### src/design/b32h_pkg.sv
// b32h_pkg: shared types, constants and the digit lookup for the base32hex decoder
// no dependencies
`default_nettype none

package b32h_pkg;

  localparam int CharWidth   = 8;
  localparam int DigitWidth  = 5;
  localparam int StoreWidth  = 7;
  localparam int CountWidth  = 3;
  localparam int StatusWidth = 2;

  localparam logic [CharWidth-1:0] PAD_CHAR = 8'h3D;

  localparam logic [StatusWidth-1:0] STATUS_OK       = 2'd0;
  localparam logic [StatusWidth-1:0] STATUS_BAD_CHAR = 2'd1;
  localparam logic [StatusWidth-1:0] STATUS_BAD_LEN  = 2'd2;

  typedef struct packed {
    logic                   ok;
    logic [DigitWidth-1:0]  value;
  } digit_t;

  typedef struct packed {
    logic [CharWidth-1:0]   data_byte;
    logic                   byte_valid;
    logic                   string_done;
    logic [StatusWidth-1:0] status;
  } result_t;

  function automatic digit_t digit_lookup(input logic [CharWidth-1:0] c);
    digit_t d;
    d.ok    = 1'b1;
    d.value = '0;
    if (c >= 8'h30 && c <= 8'h39) begin
      d.value = 5'(c - 8'h30);
    end else if (c >= 8'h41 && c <= 8'h56) begin
      d.value = 5'(c - 8'h41 + 8'd10);
    end else if (c >= 8'h61 && c <= 8'h76) begin
      d.value = 5'(c - 8'h61 + 8'd10);
    end else begin
      d.ok = 1'b0;
    end
    return d;
  endfunction

endpackage

`default_nettype wire

### src/design/b32h_core.sv
// b32h_core: per-string decode state and the combinational step for one character
// depends on b32h_pkg
`default_nettype none

module b32h_core (
  input  wire logic                           clk,
  input  wire logic                           rst,
  input  wire logic                           step,
  input  wire logic [b32h_pkg::CharWidth-1:0] char_code,
  input  wire logic                           end_of_string,
  output logic                                produce,
  output b32h_pkg::result_t                   result
);
  import b32h_pkg::*;

  logic [StoreWidth-1:0] bit_store, bit_store_next;
  logic [CountWidth-1:0] bit_count, bit_count_next;
  logic [CountWidth-1:0] char_phase, char_phase_next;
  logic                  pad_seen, pad_seen_next;
  logic                  bad_char_seen, bad_char_seen_next;

  digit_t                 digit;
  logic [11:0]            acc;
  logic [3:0]             total;
  logic [CountWidth-1:0]  remain;
  logic                   have_byte;
  logic [CharWidth-1:0]   byte_out;

  always_comb begin
    digit              = digit_lookup(char_code);
    acc                = {bit_store, digit.value};
    total              = {1'b0, bit_count} + 4'd5;
    remain             = 3'(total - 4'd8);
    have_byte          = 1'b0;
    byte_out           = '0;
    bit_store_next     = bit_store;
    bit_count_next     = bit_count;
    char_phase_next    = char_phase;
    pad_seen_next      = pad_seen;
    bad_char_seen_next = bad_char_seen;

    if (!pad_seen && !bad_char_seen) begin
      if (char_code == PAD_CHAR) begin
        pad_seen_next = 1'b1;
      end else if (!digit.ok) begin
        bad_char_seen_next = 1'b1;
      end else begin
        char_phase_next = char_phase + 3'd1;
        if (total >= 4'd8) begin
          have_byte      = 1'b1;
          byte_out       = 8'(acc >> remain);
          bit_store_next = 7'(acc & ((12'd1 << remain) - 12'd1));
          bit_count_next = remain;
        end else begin
          bit_store_next = 7'(acc);
          bit_count_next = 3'(total);
        end
      end
    end

    produce            = have_byte || end_of_string;
    result.data_byte   = byte_out;
    result.byte_valid  = have_byte;
    result.string_done = end_of_string;
    result.status      = STATUS_OK;
    if (end_of_string) begin
      if (bad_char_seen_next) begin
        result.status = STATUS_BAD_CHAR;
      end else if (char_phase_next == 3'd1 || char_phase_next == 3'd3 ||
                   char_phase_next == 3'd6) begin
        result.status = STATUS_BAD_LEN;
      end
    end
  end

  always_ff @(posedge clk) begin
    if (rst) begin
      bit_store     <= '0;
      bit_count     <= '0;
      char_phase    <= '0;
      pad_seen      <= 1'b0;
      bad_char_seen <= 1'b0;
    end else if (step) begin
      if (end_of_string) begin
        // string closed: back to the reset state
        bit_store     <= '0;
        bit_count     <= '0;
        char_phase    <= '0;
        pad_seen      <= 1'b0;
        bad_char_seen <= 1'b0;
      end else begin
        bit_store     <= bit_store_next;
        bit_count     <= bit_count_next;
        char_phase    <= char_phase_next;
        pad_seen      <= pad_seen_next;
        bad_char_seen <= bad_char_seen_next;
      end
    end
  end

endmodule

`default_nettype wire

### src/design/base32hex_stream_decoder_top.sv
// base32hex_stream_decoder_top: input register, decode step and result register
// result registered from the decode step on the input register; throughput 1 character
// per cycle; a stalled result holds the character in the input register and blocks new requests
// reset (rst, synchronous) empties both registers and clears the decode state at once
// depends on b32h_pkg and b32h_core
`default_nettype none

module base32hex_stream_decoder_top (
  input  wire logic                             clk,
  input  wire logic                             rst,
  input  wire logic                             in_valid,
  output logic                                  in_ready,
  input  wire logic [b32h_pkg::CharWidth-1:0]   char_code,
  input  wire logic                             end_of_string,
  output logic                                  out_valid,
  input  wire logic                             out_ready,
  output logic [b32h_pkg::CharWidth-1:0]        data_byte,
  output logic                                  byte_valid,
  output logic                                  string_done,
  output logic [b32h_pkg::StatusWidth-1:0]      status
);
  import b32h_pkg::*;

  logic                 held_valid;
  logic [CharWidth-1:0] held_char;
  logic                 held_last;
  logic                 advance;
  logic                 produce;
  result_t              step_result;
  result_t              out_result;

  assign advance  = held_valid && (!out_valid || out_ready);
  assign in_ready = !held_valid || advance;

  always_ff @(posedge clk) begin
    if (rst) begin
      held_valid <= 1'b0;
    end else if (in_ready) begin
      held_valid <= in_valid;
    end
  end

  always_ff @(posedge clk) begin
    if (in_valid && in_ready) begin
      held_char <= char_code;
      held_last <= end_of_string;
    end
  end

  b32h_core u_core (
    .clk           (clk),
    .rst           (rst),
    .step          (advance),
    .char_code     (held_char),
    .end_of_string (held_last),
    .produce       (produce),
    .result        (step_result)
  );

  always_ff @(posedge clk) begin
    if (rst) begin
      out_valid <= 1'b0;
    end else if (advance) begin
      out_valid <= produce;
    end else if (out_ready) begin
      out_valid <= 1'b0;
    end
  end

  always_ff @(posedge clk) begin
    if (advance && produce) begin
      out_result <= step_result;
    end
  end

  assign data_byte   = out_result.data_byte;
  assign byte_valid  = out_result.byte_valid;
  assign string_done = out_result.string_done;
  assign status      = out_result.status;

`ifndef SYNTHESIS
  a_bad_char_no_byte: assert property (@(posedge clk) disable iff (rst)
    out_valid && status == STATUS_BAD_CHAR |-> !byte_valid)
    else $error("byte emitted on a string closed by a bad character");

  a_mid_string_is_byte: assert property (@(posedge clk) disable iff (rst)
    out_valid && !string_done |-> byte_valid && status == STATUS_OK)
    else $error("result without byte or with status before string end");

  a_no_byte_zero: assert property (@(posedge clk) disable iff (rst)
    out_valid && !byte_valid |-> data_byte == '0)
    else $error("data byte not zero on a closing result without byte");

  a_status_code: assert property (@(posedge clk) disable iff (rst)
    out_valid |-> status != 2'd3)
    else $error("undefined status code");
`endif

endmodule

`default_nettype wire

### config.mk
export PLATFORM = sky130hd
export DESIGN_NAME = base32hex_stream_decoder_top
export DESIGN_NICKNAME = d
export VERILOG_FILES = /design/src/design/b32h_pkg.sv /design/src/design/b32h_core.sv /design/src/design/base32hex_stream_decoder_top.sv
export SDC_FILE = /design/constraint.sdc
export NUM_CORES = 1
export LEC_CHECK = 0
export BUFFER_PORTS_ARGS = -buffer_cell sky130_fd_sc_hd__buf_4
export CAP_MARGIN = 20
export CORE_MARGIN = 2
export CORE_UTILIZATION = 32
export CTS_CLUSTER_DIAMETER = 80
export DETAILED_ROUTE_END_ITERATION = 8
export SLEW_MARGIN = 20
export SYNTH_ARGS = -nofsm -noshare
export SYNTH_HDL_FRONTEND = slang
export SYNTH_SLANG_ARGS = --single-unit
### constraint.sdc
create_clock -name clk -period 2.64 [get_ports clk]
set_input_delay 0.528 -clock clk [delete_from_list [all_inputs] [get_ports clk]]
set_output_delay 0.528 -clock clk [all_outputs]
set_load 0.1 [all_outputs]
# Word level (Yosys, flattened, before mapping)
# Cells that the tools add are included.
[word_totals]
wordCells = 101
ram_bits = 0
mem_count = 0
romBits = 0
output_inout_bits = 14
reg_bits = 38
latchBits = 0
input_bits = 13
[classes]
shift = 2
n_lt_le_gt_ge = 7
n_eq_ne = 5
n_addsub = 9
n_mul = 0
n_mux = 35
bitwise = 5
div_mod_pow = 0
reduce_logical = 24
[op_table]
columns = ["cell", "count"]
rows = [
  ["two-way mux 7 bit", 5],
  ["two-way mux 3 bit", 9],
  ["two-way mux 1 bit", 17],
  ["greater-or-equal comparator 8 x 7 -> 1 bit, second input constant", 2],
  ["less-or-equal comparator 8 x 7 -> 1 bit, second input constant", 2],
  ["two-way mux 5 bit", 3],
  [">> shifter 12 x 3 -> 8 bit", 1],
  ["adder 5 x 4 -> 5 bit, second input constant", 2],
  ["subtractor 5 x 1 -> 5 bit, second input constant", 2],
  ["equality test 8 x 6 -> 1 bit, second input constant", 1],
  ["greater-or-equal comparator 8 x 6 -> 1 bit, second input constant", 1],
  ["less-or-equal comparator 8 x 6 -> 1 bit, second input constant", 1],
  ["nonzero test 2 bit", 4],
  ["bitwise AND 7 bit", 1],
  ["logical AND 1 bit", 7],
  ["<< shifter 1 x 3 -> 7 bit, first input constant", 1],
  ["subtractor 7 x 1 -> 7 bit, second input constant", 1],
  ["logical OR 1 bit", 5],
  ["subtractor 5 bit, second input constant", 1],
  ["adder 3 x 3 -> 4 bit, second input constant", 1],
  ["greater-or-equal comparator 4 bit, second input constant", 1],
  ["logical NOT 1 bit", 4],
  ["inverter 1 bit", 4],
  ["AND reduction 4 bit", 1],
  ["10 further kinds", 10],
]

# Logic depth before layout (Yosys ltp)
# Gate-level depths: netlist of run 1.
[depth]
word_depth = 13
ltp_mapped = 10

# Modules after synthesis
# From an unflattened synthesis of run 1, not the netlist that was laid out.
[unflattened]
cells_unflattened = 253
area_unflattened_um2 = 2357.3
[by_module_without_submodules]
columns = ["module", "instances", "seq_area_each_um2", "area_per_inst_um2", "cells_per_inst"]
rows = [
  ["b32h_core", 1, 300.3, 1624.1, 221],
  ["base32hex_stream_decoder_top", 1, 670.6, 733.2, 32],
]

# Worst setup path after synthesis of run 1
# OpenSTA, ideal clock, no wires.
[synth_path]
kind = "reg2reg"
from = "register out_valid"
to = "register held_char[0], enable pin"
period_less_slack_ns = 2.557
path_slack_ns = 0.083
setup_time_ns = 0.285
arrival_ns = 2.272
stages_incl_launch_ff = 4
path_cell_list = "dfxtp_1 > nor2b_1 > nand2_1 > and2_1"
[synth_via]
elab_chain_len = 5
[synth_lines]
columns = ["item", "line_no", "source"]
rows = [
  ["from (decl)", "base32hex_stream_decoder_top.sv:15", "output logic out_valid,"],
  ["from (signal assigned)", "base32hex_stream_decoder_top.sv:64", "out_valid <= produce;"],
  ["logical NOT 1 bit", "base32hex_stream_decoder_top.sv:32", "assign advance = held_valid && (!out_valid || out_ready);"],
  ["logical OR 1 bit", "base32hex_stream_decoder_top.sv:32", ""],
  ["logical AND 1 bit", "base32hex_stream_decoder_top.sv:32", ""],
  ["logical OR 1 bit", "base32hex_stream_decoder_top.sv:33", "assign in_ready = !held_valid || advance;"],
  ["named net in_ready", "base32hex_stream_decoder_top.sv:12", "output logic in_ready,"],
  ["logical AND 1 bit", "base32hex_stream_decoder_top.sv:44", "if (in_valid && in_ready) begin"],
  ["to (signal assigned)", "base32hex_stream_decoder_top.sv:45", "held_char <= char_code;"],
  ["to (decl)", "base32hex_stream_decoder_top.sv:25", "logic [CharWidth-1:0] held_char;"],
]
# The timed path passes the listed nets, and every way through them passes these cells.
# A chain may end at the register's enable or synchronous reset.

# Final worst setup path of run 1
[layout_path]
from = "register held_char[0]"
to = "register out_result (netlist bit data_byte[0]), enable pin"
[layout_via]
elab_chain_len = 10
word_cells_on_any_way = 18
cone_classes = "order compare: 6; eq/ne: 1; mux: 6; reduce/logical: 5"
[layout_lines]
columns = ["item", "line_no", "source"]
rows = [
  ["greater-or-equal comparator 8 x 7 -> 1 bit / less-or-equal comparator 8 x 7 -> 1 bit (equally long branches)", "b32h_pkg.sv:39", "end else if (c >= 8'h61 && c <= 8'h76) begin"],
  ["logical AND 1 bit", "b32h_pkg.sv:39", ""],
  ["two-way mux 1 bit", "b32h_pkg.sv:39", ""],
  ["two-way mux 1 bit", "b32h_pkg.sv:37", "end else if (c >= 8'h41 && c <= 8'h56) begin"],
  ["two-way mux 1 bit", "b32h_pkg.sv:35", "if (c >= 8'h30 && c <= 8'h39) begin"],
  ["two-way mux 1 bit", "b32h_core.sv:45", "end else if (!digit.ok) begin"],
  ["two-way mux 1 bit *", "b32h_core.sv:43", "if (char_code == PAD_CHAR) begin"],
  ["two-way mux 1 bit *", "b32h_core.sv:42", "if (!pad_seen && !bad_char_seen) begin"],
  ["named net u_core.have_byte", "b32h_core.sv:26", "logic have_byte;"],
  ["logical OR 1 bit *", "b32h_core.sv:61", "produce = have_byte || end_of_string;"],
  ["logical AND 1 bit *", "base32hex_stream_decoder_top.sv:71", "if (advance && produce) begin"],
  ["to (signal assigned)", "base32hex_stream_decoder_top.sv:72", "out_result <= step_result;"],
  ["to (decl)", "base32hex_stream_decoder_top.sv:30", "result_t out_result;"],
]
# Mark *: on every way through the listed nets, which the timed path passes. The rest lies on a longest branch.

==> impl_metrics.py, run 1 <==
metrics = {
    "detailed_routing": {
        "viasPerCell": 5.18,
        "routed_wl_um": 4980,
        "vias": 1864,
        "drt-initial-drc-count": 99,
        "drc": 0,
        "wl_per_cell_um": 13.8,
        "dr.pass1.iters": 4,
        "drtAntennaViolNets": 0,
    },
    "synthesis": {
        "synthCells": 234,
        "synth_common_cells": "21 x edfxtp_1, 19 x nand2_1, 18 x nor2_1, 17 x a21oi_1, 17 x dfxtp_1",
        "synth.distinct_cells": 54,
        "syn_nets": 257,
        "synth_flop_cell": "edfxtp_1",
        "synth.most_common_cell": "edfxtp_1",
        "synth_edf_count": 21,
        "synth_area_per_cell_um2": 9.83,
        "yosysWarnings": 0,
        "synthesis.area_um2": 2300,
        "ys_ff_latch": 38,
        "synthArstFlopShare_pct": 0,
        "seq_area_frac_synth_pct": 42.2,
        "yosysTopAreaCellShare_pct": 27.4,
        "synth.area.top_cells": "edfxtp_1 27%, dfxtp_1 15%, ha_1 5.4%",
        "yosys.area.top_type": "edfxtp_1",
    },
    "layout": {
        "drive_above_1_share_pct": 20.8,
        "nets": 287,
        "area_growth_pct": 17.8,
        "fin_cells": 360,
        "antenna_cells": 0,
    },
    "clock_network": {
        "clock_path_buffers": 2,
        "clk_pin_slew_ps": 70,
        "cts_tree": "done",
        "cts-htree-levels": 2,
        "ctsResizeCount": 0,
        "clkLatencyLatePin_ps": 290,
        "cts_inserted_buffers": 5,
        "cts_sinks": 38,
        "clockRootBuffer": "clkbuf_8",
    },
    "grt": {
        "grt_first_pass_wirelength_um": 8090,
        "grt_antenna_before_repair": 0,
        "grt_max_degree": 22,
        "grtUsageTotal_pct": 13.4,
        "grt_pass1_vias": 1627,
        "grt-ovfl-total": 0,
    },
    "sta": {
        "skew_ps": 4.90,
        "rsz0062_at_grt": "false",
        "final-hold-violation-count": 0,
        "drv_slew": 0,
        "relSlewSlack_pct": 64.1,
        "period_share_pct": 89.9,
        "setup_violations": 0,
        "setup_tns_ps": 0,
        "worst_pin_slew_ps": 535,
        "fin_crit_ps": 2370,
        "timing.fmax_mhz": 421,
    },
    "critical_path": {
        "path_class": "reg -> reg",
        "rrSetupSlack_ps": 270,
        "reg2reg_from": "held_char[0]$_DFFE_PP_",
        "worst_r2r_endpoint": "data_byte[0]$_SDFFCE_PP0P_",
        "rr_worst_depth": 11,
        "crit_required_ps": 2630,
        "startpoint_type": "register",
        "critPathArrivalTime_ps": 2360,
        "crit_fanout": 12,
        "endpoint_kind": "register",
    },
    "floorplanning": {
        "die-area_um2": 7880,
        "rows": 30,
        "start_util_pct": 33.5,
        "coreArea_um2": 6870,
        "die_h_um": 88.8,
        "io_pins": 27,
        "die_x_um": 88.8,
    },
    "worst_hold_path": {
        "whs_path_depth": 1,
        "min_to": "held_char[2]$_DFFE_PP_",
        "hp-start": "char_code[2]",
        "hold_class": "in -> reg",
    },
    "pwr": {
        "peakVddDrop_mv": 0.215,
        "leakagePower_nw": 0.991,
        "total_power_mw": 1.22,
        "power_density_nw_per_um2": 452,
    },
    "job": {
        "max_cap_violations": 0,
    },
    "status": {
        "status": "completed",
    },
    "place": {
        "dp_cells": 352,
        "hpwl_um": 3720,
        "gp_congestion": 0.844,
        "port_buffers": 26,
    },
}
[worst max-delay path, cell delays in order, from the launching register on]
cell and delay [ps]:
edfxtp_1 450, inv_1 140, ha_1 220, o21bai_1 100
a21oi_2 310, a31oi_4 80, nor2_4 160, nand2_2 120
inv_2 140, nor2_1 50, nor2_1 100, buf_4 200
[area by class of cell]
| cell class | count | area, um^2 |
|---|---|---|
| Tap cell | 96 | 120 |
| Fill cell | 695 | 4160 |
| Timing Repair Buffer | 34 | 255 |
| Inverter | 8 | 30.0 |
| Multi-Input combinational cell | 177 | 1260 |
| Clock buffer | 6 | 72.6 |
| Sequential cell | 38 | 971 |
| Clock inverter | 1 | 3.75 |
[stage by stage]
step | area [um^2] | worst slack, ps | hold slack (ps) | util (%)
detailed placement | 2630 | 250 | 489 | 38.2
finish | 2710 | 267 | 412 | 39.5
CTS | 2700 | 213 | 405 | 39.3
global placement | 2630 | 323 | 493 | 38.2
global route | 2710 | 68.0 | 402 | 39.5
floorplan | 2300 | 83.1 | 424 | -
[routing by layer]
metal  vias to the layer above  part of all wire, %  GRT usage, %
met2                        60                   45          20.0
met1                       853                   49          19.6
li1                        945                    -             -
met5                         -                    0             0
met3                         6                  5.3          2.80
met4                         0                 0.88          3.72
[placed cells by master, fill, tap and decap left out, types with 8 or more instances in the layout]
master,Yosys,final
nand3_1,8,8
nor3_1,9,9
a21oi_1,17,17
ha_1,10,10
dfxtp_1,17,17
nand2_1,19,19
nor2_1,18,18
o21ai_0,8,8
a211oi_1,8,8
edfxtp_1,21,21
buf_4,0,34
[worst max path at each step]
stage / startpoint / end / cells after the start / slack [ps]
finish: held_char[0]$_DFFE_PP_ / data_byte[0]$_SDFFCE_PP0P_ / 11 / 270
global route: held_char[0]$_DFFE_PP_ / data_byte[0]$_SDFFCE_PP0P_ / 11 / 70
CTS: held_char[0]$_DFFE_PP_ / data_byte[2]$_SDFFCE_PP0P_ / 8 / 210
detailed placement: held_char[0]$_DFFE_PP_ / data_byte[2]$_SDFFCE_PP0P_ / 8 / 250
global placement: held_char[0]$_DFFE_PP_ / data_byte[2]$_SDFFCE_PP0P_ / 8 / 320
floorplan: out_valid$_SDFFE_PP0P_ / held_char[0]$_DFFE_PP_ / 3 / 80
[what timing repair did]
item                                    4_1_cts  5_1_grt
endpoints found under the setup margin        0        2
hold buffers                                  0        0
setup buffers                                 0        1
[power by group]
part / internal [mW] / switching [mW] / total (mW)
Combinational: 0.0669 / 0.128 / 0.194
Sequential: 0.643 / 0.0183 / 0.661
Clock: 0.178 / 0.190 / 0.368
Total: 0.888 / 0.336 / 1.22
[sequential cells by signal, summed over array words and instances, names as in the netlist]
| register | flops |
|---|---|
| u_core.bit_count | 3 |
| status | 2 |
| u_core.char_phase | 3 |
| held_valid | 1 |
| u_core.bad_char_seen | 1 |
| u_core.pad_seen | 1 |
| held_last | 1 |
| byte_valid | 1 |
| u_core.bit_store | 7 |
| string_done | 1 |
| out_valid | 1 |
| held_char | 8 |
| data_byte | 8 |
[cell families after synthesis]
family | synth area share, %
flip-flops | 42.2
multiplexers | 7.12
XOR/XNOR | 3.04
adder cells (fa/ha/maj) | 5.44
AO/OA/AOI/OAI | 21.0
buffers and inverters | 3.15
AND/OR/NAND/NOR | 18.1
No activity file was read; power rests on OpenSTA's default activity.
==> run 2, diff against run 1 <==
Settings changed: CELL_PAD_IN_SITES_DETAIL_PLACEMENT set to 1, CELL_PAD_IN_SITES_GLOBAL_PLACEMENT set to 1, PLACE_DENSITY_LB_ADDON set to 0.1.
==> run 2 against run 1 <==
Combinational power rose by 2%. Cell count rose by 0.28%. Core utilization rose by 0.89 points. Fmax fell by 0.91%. Critical path depth fell by 3. Clock power rose by 60%. Wire length rose by 18%. Sequential power barely moved. Total power rose by 18%. Largest power group unchanged. Register-to-register slack got worse by 20 ps. Sequential share of layout area fell by 0.79 points. Clock-buffer cell count rose by 1.
==> impl_metrics.py, run 2 (synthesis results as in run 1) <==
metrics = {
    "status": {
        "status": "completed",
    },
    "grt": {
        "grtUsageMet2_pct": 25.8,
        "grtUsageTotal_pct": 15.8,
        "grt_first_pass_wirelength_um": 9340,
        "grt_antenna_before_repair": 0,
        "grt-ovfl-total": 0,
        "globalRouteMet1Util_pct": 21.4,
        "globalRoute.busiestLayer": "met2",
        "grt_pass1_vias": 1802,
        "gr-usage-met3_pct": 2.52,
        "grt_max_degree": 22,
    },
    "job": {
        "max_cap_violations": 0,
    },
    "pwr": {
        "leakagePower_nw": 1.02,
        "swShare_pct": 25.9,
        "clockPowerShare_pct": 40.7,
        "pwr-share-comb_pct": 13.7,
        "power_density_nw_per_um2": 523,
        "seqPwrFrac_pct": 45.6,
        "p_sw_uw": 375,
        "p_int_mw": 1.07,
        "peakVddDrop_mv": 0.218,
    },
    "layout": {
        "final_common_cell": "buf_4",
        "antenna_cells": 0,
        "fillers": 798,
        "area_growth_pct": 20.4,
        "fin_cells": 361,
        "nets": 287,
        "drive_above_1_share_pct": 21.9,
        "stdcell_area_um2": 2770,
        "final_cell_mix": "34 x buf_4, 21 x edfxtp_1, 19 x nand2_1",
    },
    "critical_path": {
        "crit_required_ps": 2640,
        "critPathArrivalTime_ps": 2400,
        "crit_fanout": 12,
        "slowest_stage": "a211oi_1",
        "path_class": "reg -> reg",
        "endpoint_kind": "register",
        "cp_cell_sequence": "a211oi_1, a31oi_4, nor2_4, nand2_2, inv_2, nor2_1, nor2_1, buf_4",
        "slowest_delay_ps": 640,
        "startpoint_type": "register",
        "cpLargestDelayFamily": "compound AO/OA/AOI/OAI gates",
        "crit_path_frequent_cell": "nor2_1",
        "path_buf_inv": 2,
    },
    "sta": {
        "setup_tns_ps": 0,
        "timing.fmax_mhz": 418,
        "final-hold-violation-count": 0,
        "relSlewSlack_pct": 54.9,
        "rsz0062_at_grt": "false",
        "drv_slew": 0,
        "worst_pin_slew_ps": 672,
        "fin_ws_ps": 245,
        "period_share_pct": 90.7,
        "fin_crit_ps": 2390,
        "skew_ps": 12.1,
        "setup_violations": 0,
    },
    "clock_network": {
        "clock_path_buffers": 2,
        "hold_buffers": 0,
        "clk_pin_slew_ps": 90,
        "cts_inserted_buffers": 5,
        "clockRootBuffer": "clkbuf_8",
        "ctsResizeCount": 0,
        "post_cts_buffers": 0,
        "cts-htree-levels": 2,
        "cts_tree": "done",
        "clkLatencyLatePin_ps": 300,
        "cts_sinks": 38,
    },
    "worst_hold_path": {
        "hold_class": "in -> reg",
    },
    "floorplanning": {
        "die_h_um": 88.8,
        "rows": 30,
        "die_x_um": 88.8,
        "coreArea_um2": 6870,
        "die-area_um2": 7880,
        "io_pins": 27,
        "start_util_pct": 33.5,
    },
    "detailed_routing": {
        "dr.pass1.iters": 4,
        "viasPerCell": 5.29,
        "vias": 1911,
        "drc": 0,
        "drt-initial-drc-count": 75,
        "wl_per_cell_um": 16.3,
        "drtAntennaViolNets": 0,
        "routed_wl_um": 5900,
    },
    "place": {
        "port_buffers": 26,
        "gp_congestion": 0.785,
        "placed_area_um2": 2630,
        "hpwl_um": 4460,
        "dp_cells": 353,
        "pre_cts_ws_ps": 277,
    },
}
==> run 2: cell count changes in the layout (fill, tap and decap cells not counted) <==
cell	delta
clkbuf_8	+1
clkbuf_1	-1
clkbuf_16	+1
clkinv_1	-1
bufinv_16	+1
==> run 2: per-stage QoR <==
step	power (mW)	util [%]	hold slack (ps)
after floorplan	0.811	-	424
after global placement	0.875	38.3	493
after detailed placement	0.874	38.3	495
after CTS	1.46	40.3	392
after global routing	1.50	40.3	387
final	1.45	40.3	394
==> run 2: metal layers <==
layer / share of wire [%] / vias up
li1: - / 948
met5: 0 / -
met2: 47 / 27
met1: 49 / 931
met3: 2.6 / 5
met4: 0.61 / 0
==> run 2: path summary, 6_finish.rpt <==
| path | startpoint | end | slack (ps) | cells after the start |
|---|---|---|---|---|
| worst max-delay path | held_char[4]$_DFFE_PP_ | data_byte[2]$_SDFFCE_PP0P_ | 250 | 8 |
| worst min register to register | u_core.pad_seen$_SDFFE_PP0P_ | u_core.pad_seen$_SDFFE_PP0P_ | 510 | 2 |
| worst min-delay path | char_code[2] | held_char[2]$_DFFE_PP_ | 390 | 1 |
| worst max register to register | held_char[4]$_DFFE_PP_ | data_byte[2]$_SDFFCE_PP0P_ | 250 | 8 |
==> run 2: worst reg2reg max path, stage by stage (launching register included) <==
cell,delay [ps]
edfxtp_1,510
a211oi_1,640
a31oi_4,170
nor2_4,160
nand2_2,120
inv_2,140
nor2_1,50
nor2_1,90
buf_4,200
==> run 2: power groups by stage <==
stage	clock, mW	sequential (mW)	combinational, mW
after floorplan	0	0.711	0.100
after detailed placement	0	0.675	0.199
final	0.590	0.662	0.198
after CTS	0.603	0.661	0.200
after global routing	0.621	0.665	0.215
after global placement	0	0.675	0.200
==> run 2: area by class of cell <==
cell class	instances	area (um^2)	share of cell area (%)
multi-input cells	177	1260	45.4
flip-flops and latches	38	971	35.0
repair buffers	34	255	9.21
well taps	96	120	4.33
clock buffers	7	108	3.88
clock inverters	1	30.0	1.08
inverters	8	30.0	1.08
==> run 3, diff against run 2 <==
Settings changed: ABC_AREA set to 1.
==> run 3 against run 2 <==
Combinational power rose by 55%. Global-route usage up 2.1 points. Fmax increased by 1.3%. Register-to-register slack better by 30 ps. Clock-buffer cell count is 1 lower. Clock power fell by 30%. Cell count rose by 32%. Via count rose by 21%. Total power down 3.9%. First-iteration DRC count fell by 21%. Wire length up 13%. Largest cell class unchanged. Largest power group unchanged. Highest routed layer unchanged.
==> impl_metrics.py, run 3 <==
metrics = {
    "synthesis": {
        "synthesis.area_um2": 2470,
        "synthArstFlopShare_pct": 0,
        "yosysTopAreaCellShare_pct": 25.5,
        "synth.most_common_cell": "nand2_1",
        "seq_area_frac_synth_pct": 39.3,
        "yosysWarnings": 0,
        "ys_ff_latch": 38,
        "synth.area.top_cells": "edfxtp_1 26%, dfxtp_1 14%, nand2_1 14%",
        "synth.distinct_cells": 35,
        "synth_flop_cell": "edfxtp_1",
        "syn_nets": 365,
        "synth_edf_count": 21,
        "synthCells": 342,
        "synth_area_per_cell_um2": 7.22,
        "yosys.area.top_type": "edfxtp_1",
        "synth_common_cells": "90 x nand2_1, 39 x nor2_1, 35 x inv_1, 29 x nand3_1, 27 x a21oi_1",
    },
    "floorplanning": {
        "coreArea_um2": 7610,
        "start_util_pct": 32.5,
        "die-area_um2": 8430,
        "die_x_um": 91.8,
        "io_pins": 27,
        "die_h_um": 91.8,
        "rows": 32,
    },
    "grt": {
        "grt_max_degree": 16,
        "grt_antenna_before_repair": 0,
        "gr-usage-met3_pct": 2.71,
        "globalRouteMet1Util_pct": 24.6,
        "grtUsageTotal_pct": 17.8,
        "grt_first_pass_wirelength_um": 12000,
        "globalRoute.busiestLayer": "met2",
        "grtUsageMet2_pct": 29.5,
        "grt-ovfl-total": 0,
        "grt_pass1_vias": 2425,
    },
    "place": {
        "hpwl_um": 5330,
        "placed_area_um2": 2810,
        "gp_congestion": 0.796,
        "dp_cells": 468,
        "port_buffers": 26,
        "pre_cts_ws_ps": 230,
    },
    "status": {
        "status": "completed",
    },
    "clock_network": {
        "clock_path_buffers": 2,
        "cts_sinks": 38,
        "ctsResizeCount": 0,
        "hold_buffers": 0,
        "cts-htree-levels": 2,
        "clk_pin_slew_ps": 80,
        "cts_inserted_buffers": 5,
        "post_cts_buffers": 0,
        "clkLatencyLatePin_ps": 290,
        "clockRootBuffer": "clkbuf_8",
        "cts_tree": "done",
    },
    "detailed_routing": {
        "routed_wl_um": 6690,
        "drt-initial-drc-count": 59,
        "vias": 2310,
        "wl_per_cell_um": 14.0,
        "drtAntennaViolNets": 0,
        "drc": 0,
        "viasPerCell": 4.84,
        "dr.pass1.iters": 4,
    },
    "layout": {
        "stdcell_area_um2": 2900,
        "drive_above_1_share_pct": 16.5,
        "antenna_cells": 0,
        "final_cell_mix": "90 x nand2_1, 39 x nor2_1, 35 x inv_1",
        "nets": 397,
        "area_growth_pct": 17.6,
        "fin_cells": 477,
        "fin_util_pct": 38.2,
        "final_common_cell": "nand2_1",
    },
    "critical_path": {
        "crit_fanout": 9,
        "reg2reg_from": "held_char[1]$_DFFE_PP_",
        "rr_worst_depth": 13,
        "worst_r2r_endpoint": "data_byte[6]$_SDFFCE_PP0P_",
        "crit_start": "held_char[1]$_DFFE_PP_",
        "endpoint_kind": "register",
        "endpoint": "data_byte[6]$_SDFFCE_PP0P_",
        "crit_required_ps": 2640,
        "path_class": "reg -> reg",
        "startpoint_type": "register",
        "rrSetupSlack_ps": 270,
        "critPathArrivalTime_ps": 2360,
    },
    "pwr": {
        "peakVddDrop_mv": 0.167,
        "total_power_mw": 1.39,
        "leakagePower_nw": 1.25,
        "power_density_nw_per_um2": 480,
    },
    "sta": {
        "skew_ps": 8.67,
        "worst_pin_slew_ps": 557,
        "period_share_pct": 89.6,
        "fin_crit_ps": 2370,
        "final-hold-violation-count": 0,
        "timing.fmax_mhz": 423,
        "hold_slack_ps": 405,
        "drv_slew": 0,
        "relSlewSlack_pct": 62.5,
        "setup_tns_ps": 0,
        "fin_ws_ps": 275,
        "setup_violations": 0,
        "rsz0062_at_grt": "false",
    },
    "worst_hold_path": {
        "hold_class": "in -> reg",
    },
    "job": {
        "max_cap_violations": 0,
    },
}
==> run 3: cell count changes after synthesis, moves of 6 or more <==
cell,delta
nand2_1,+71
inv_1,+28
nand3_1,+21
nor2_1,+21
a21oi_1,+10
a211oi_1,-8
o21ai_0,+7
nand2_2,+6
nor3_1,-6
==> run 3: routing by layer <==
metal  share of wire (%)  vias up  routed length (um)
met5                   0        -                   0
met4                0.67        0                  45
met3                 3.9        4                 263
met2                  49       33                3250
met1                  47     1076                3130
li1                    -     1197                   -
==> run 3: layout make-up <==
class | instances | area (um^2)
fill | 987 | 4700
multi-input combinational | 256 | 1310
sequential | 38 | 971
timing repair buffer | 34 | 255
inverter | 39 | 146
tap | 102 | 128
clock buffer | 6 | 82.6
clock inverter | 2 | 7.51
==> run 3: report_power, final <==
group	internal [mW]	total (mW)	switching, mW	leakage [nW]
clock	0.206	0.414	0.208	0.0463
combinational	0.0962	0.306	0.210	0.861
sequential	0.649	0.672	0.0237	0.340
==> run 3: kinds of logic after synthesis <==
family	synth area share (%)
AND/OR/NAND/NOR	33.5
buffers and inverters	7.70
flip-flops	39.3
AO/OA/AOI/OAI	14.0
adder cells (fa/ha/maj)	5.07
XOR/XNOR	0.355
==> run 3: worst min-delay path by stage <==
stage                                                 from                          endpoint  slack [ps]  cells after the start
after CTS                                     char_code[6]            held_char[6]$_DFFE_PP_         390                      1
after global routing                          char_code[3]            held_char[3]$_DFFE_PP_         390                      1
after floorplan                        held_last$_DFFE_PP_             string_done$_DFFE_PP_         420                      0
final                                         char_code[7]            held_char[7]$_DFFE_PP_         410                      1
after detailed placement  u_core.bit_store[4]$_SDFFE_PP0P_  u_core.bit_store[4]$_SDFFE_PP0P_         480                      2
after global placement        u_core.pad_seen$_SDFFE_PP0P_      u_core.pad_seen$_SDFFE_PP0P_         450                      2
==> run 3: critical path, stage by stage, from the launching register on <==
cell and delay (ps):
edfxtp_1 450, inv_1 140, ha_1 180, inv_1 70
nor2_1 100, nand2_1 60, nand2_1 90, nand2_2 130
nand3_4 130, nand2_4 70, nor2_4 180, o21ai_1 100
inv_1 160, buf_4 210
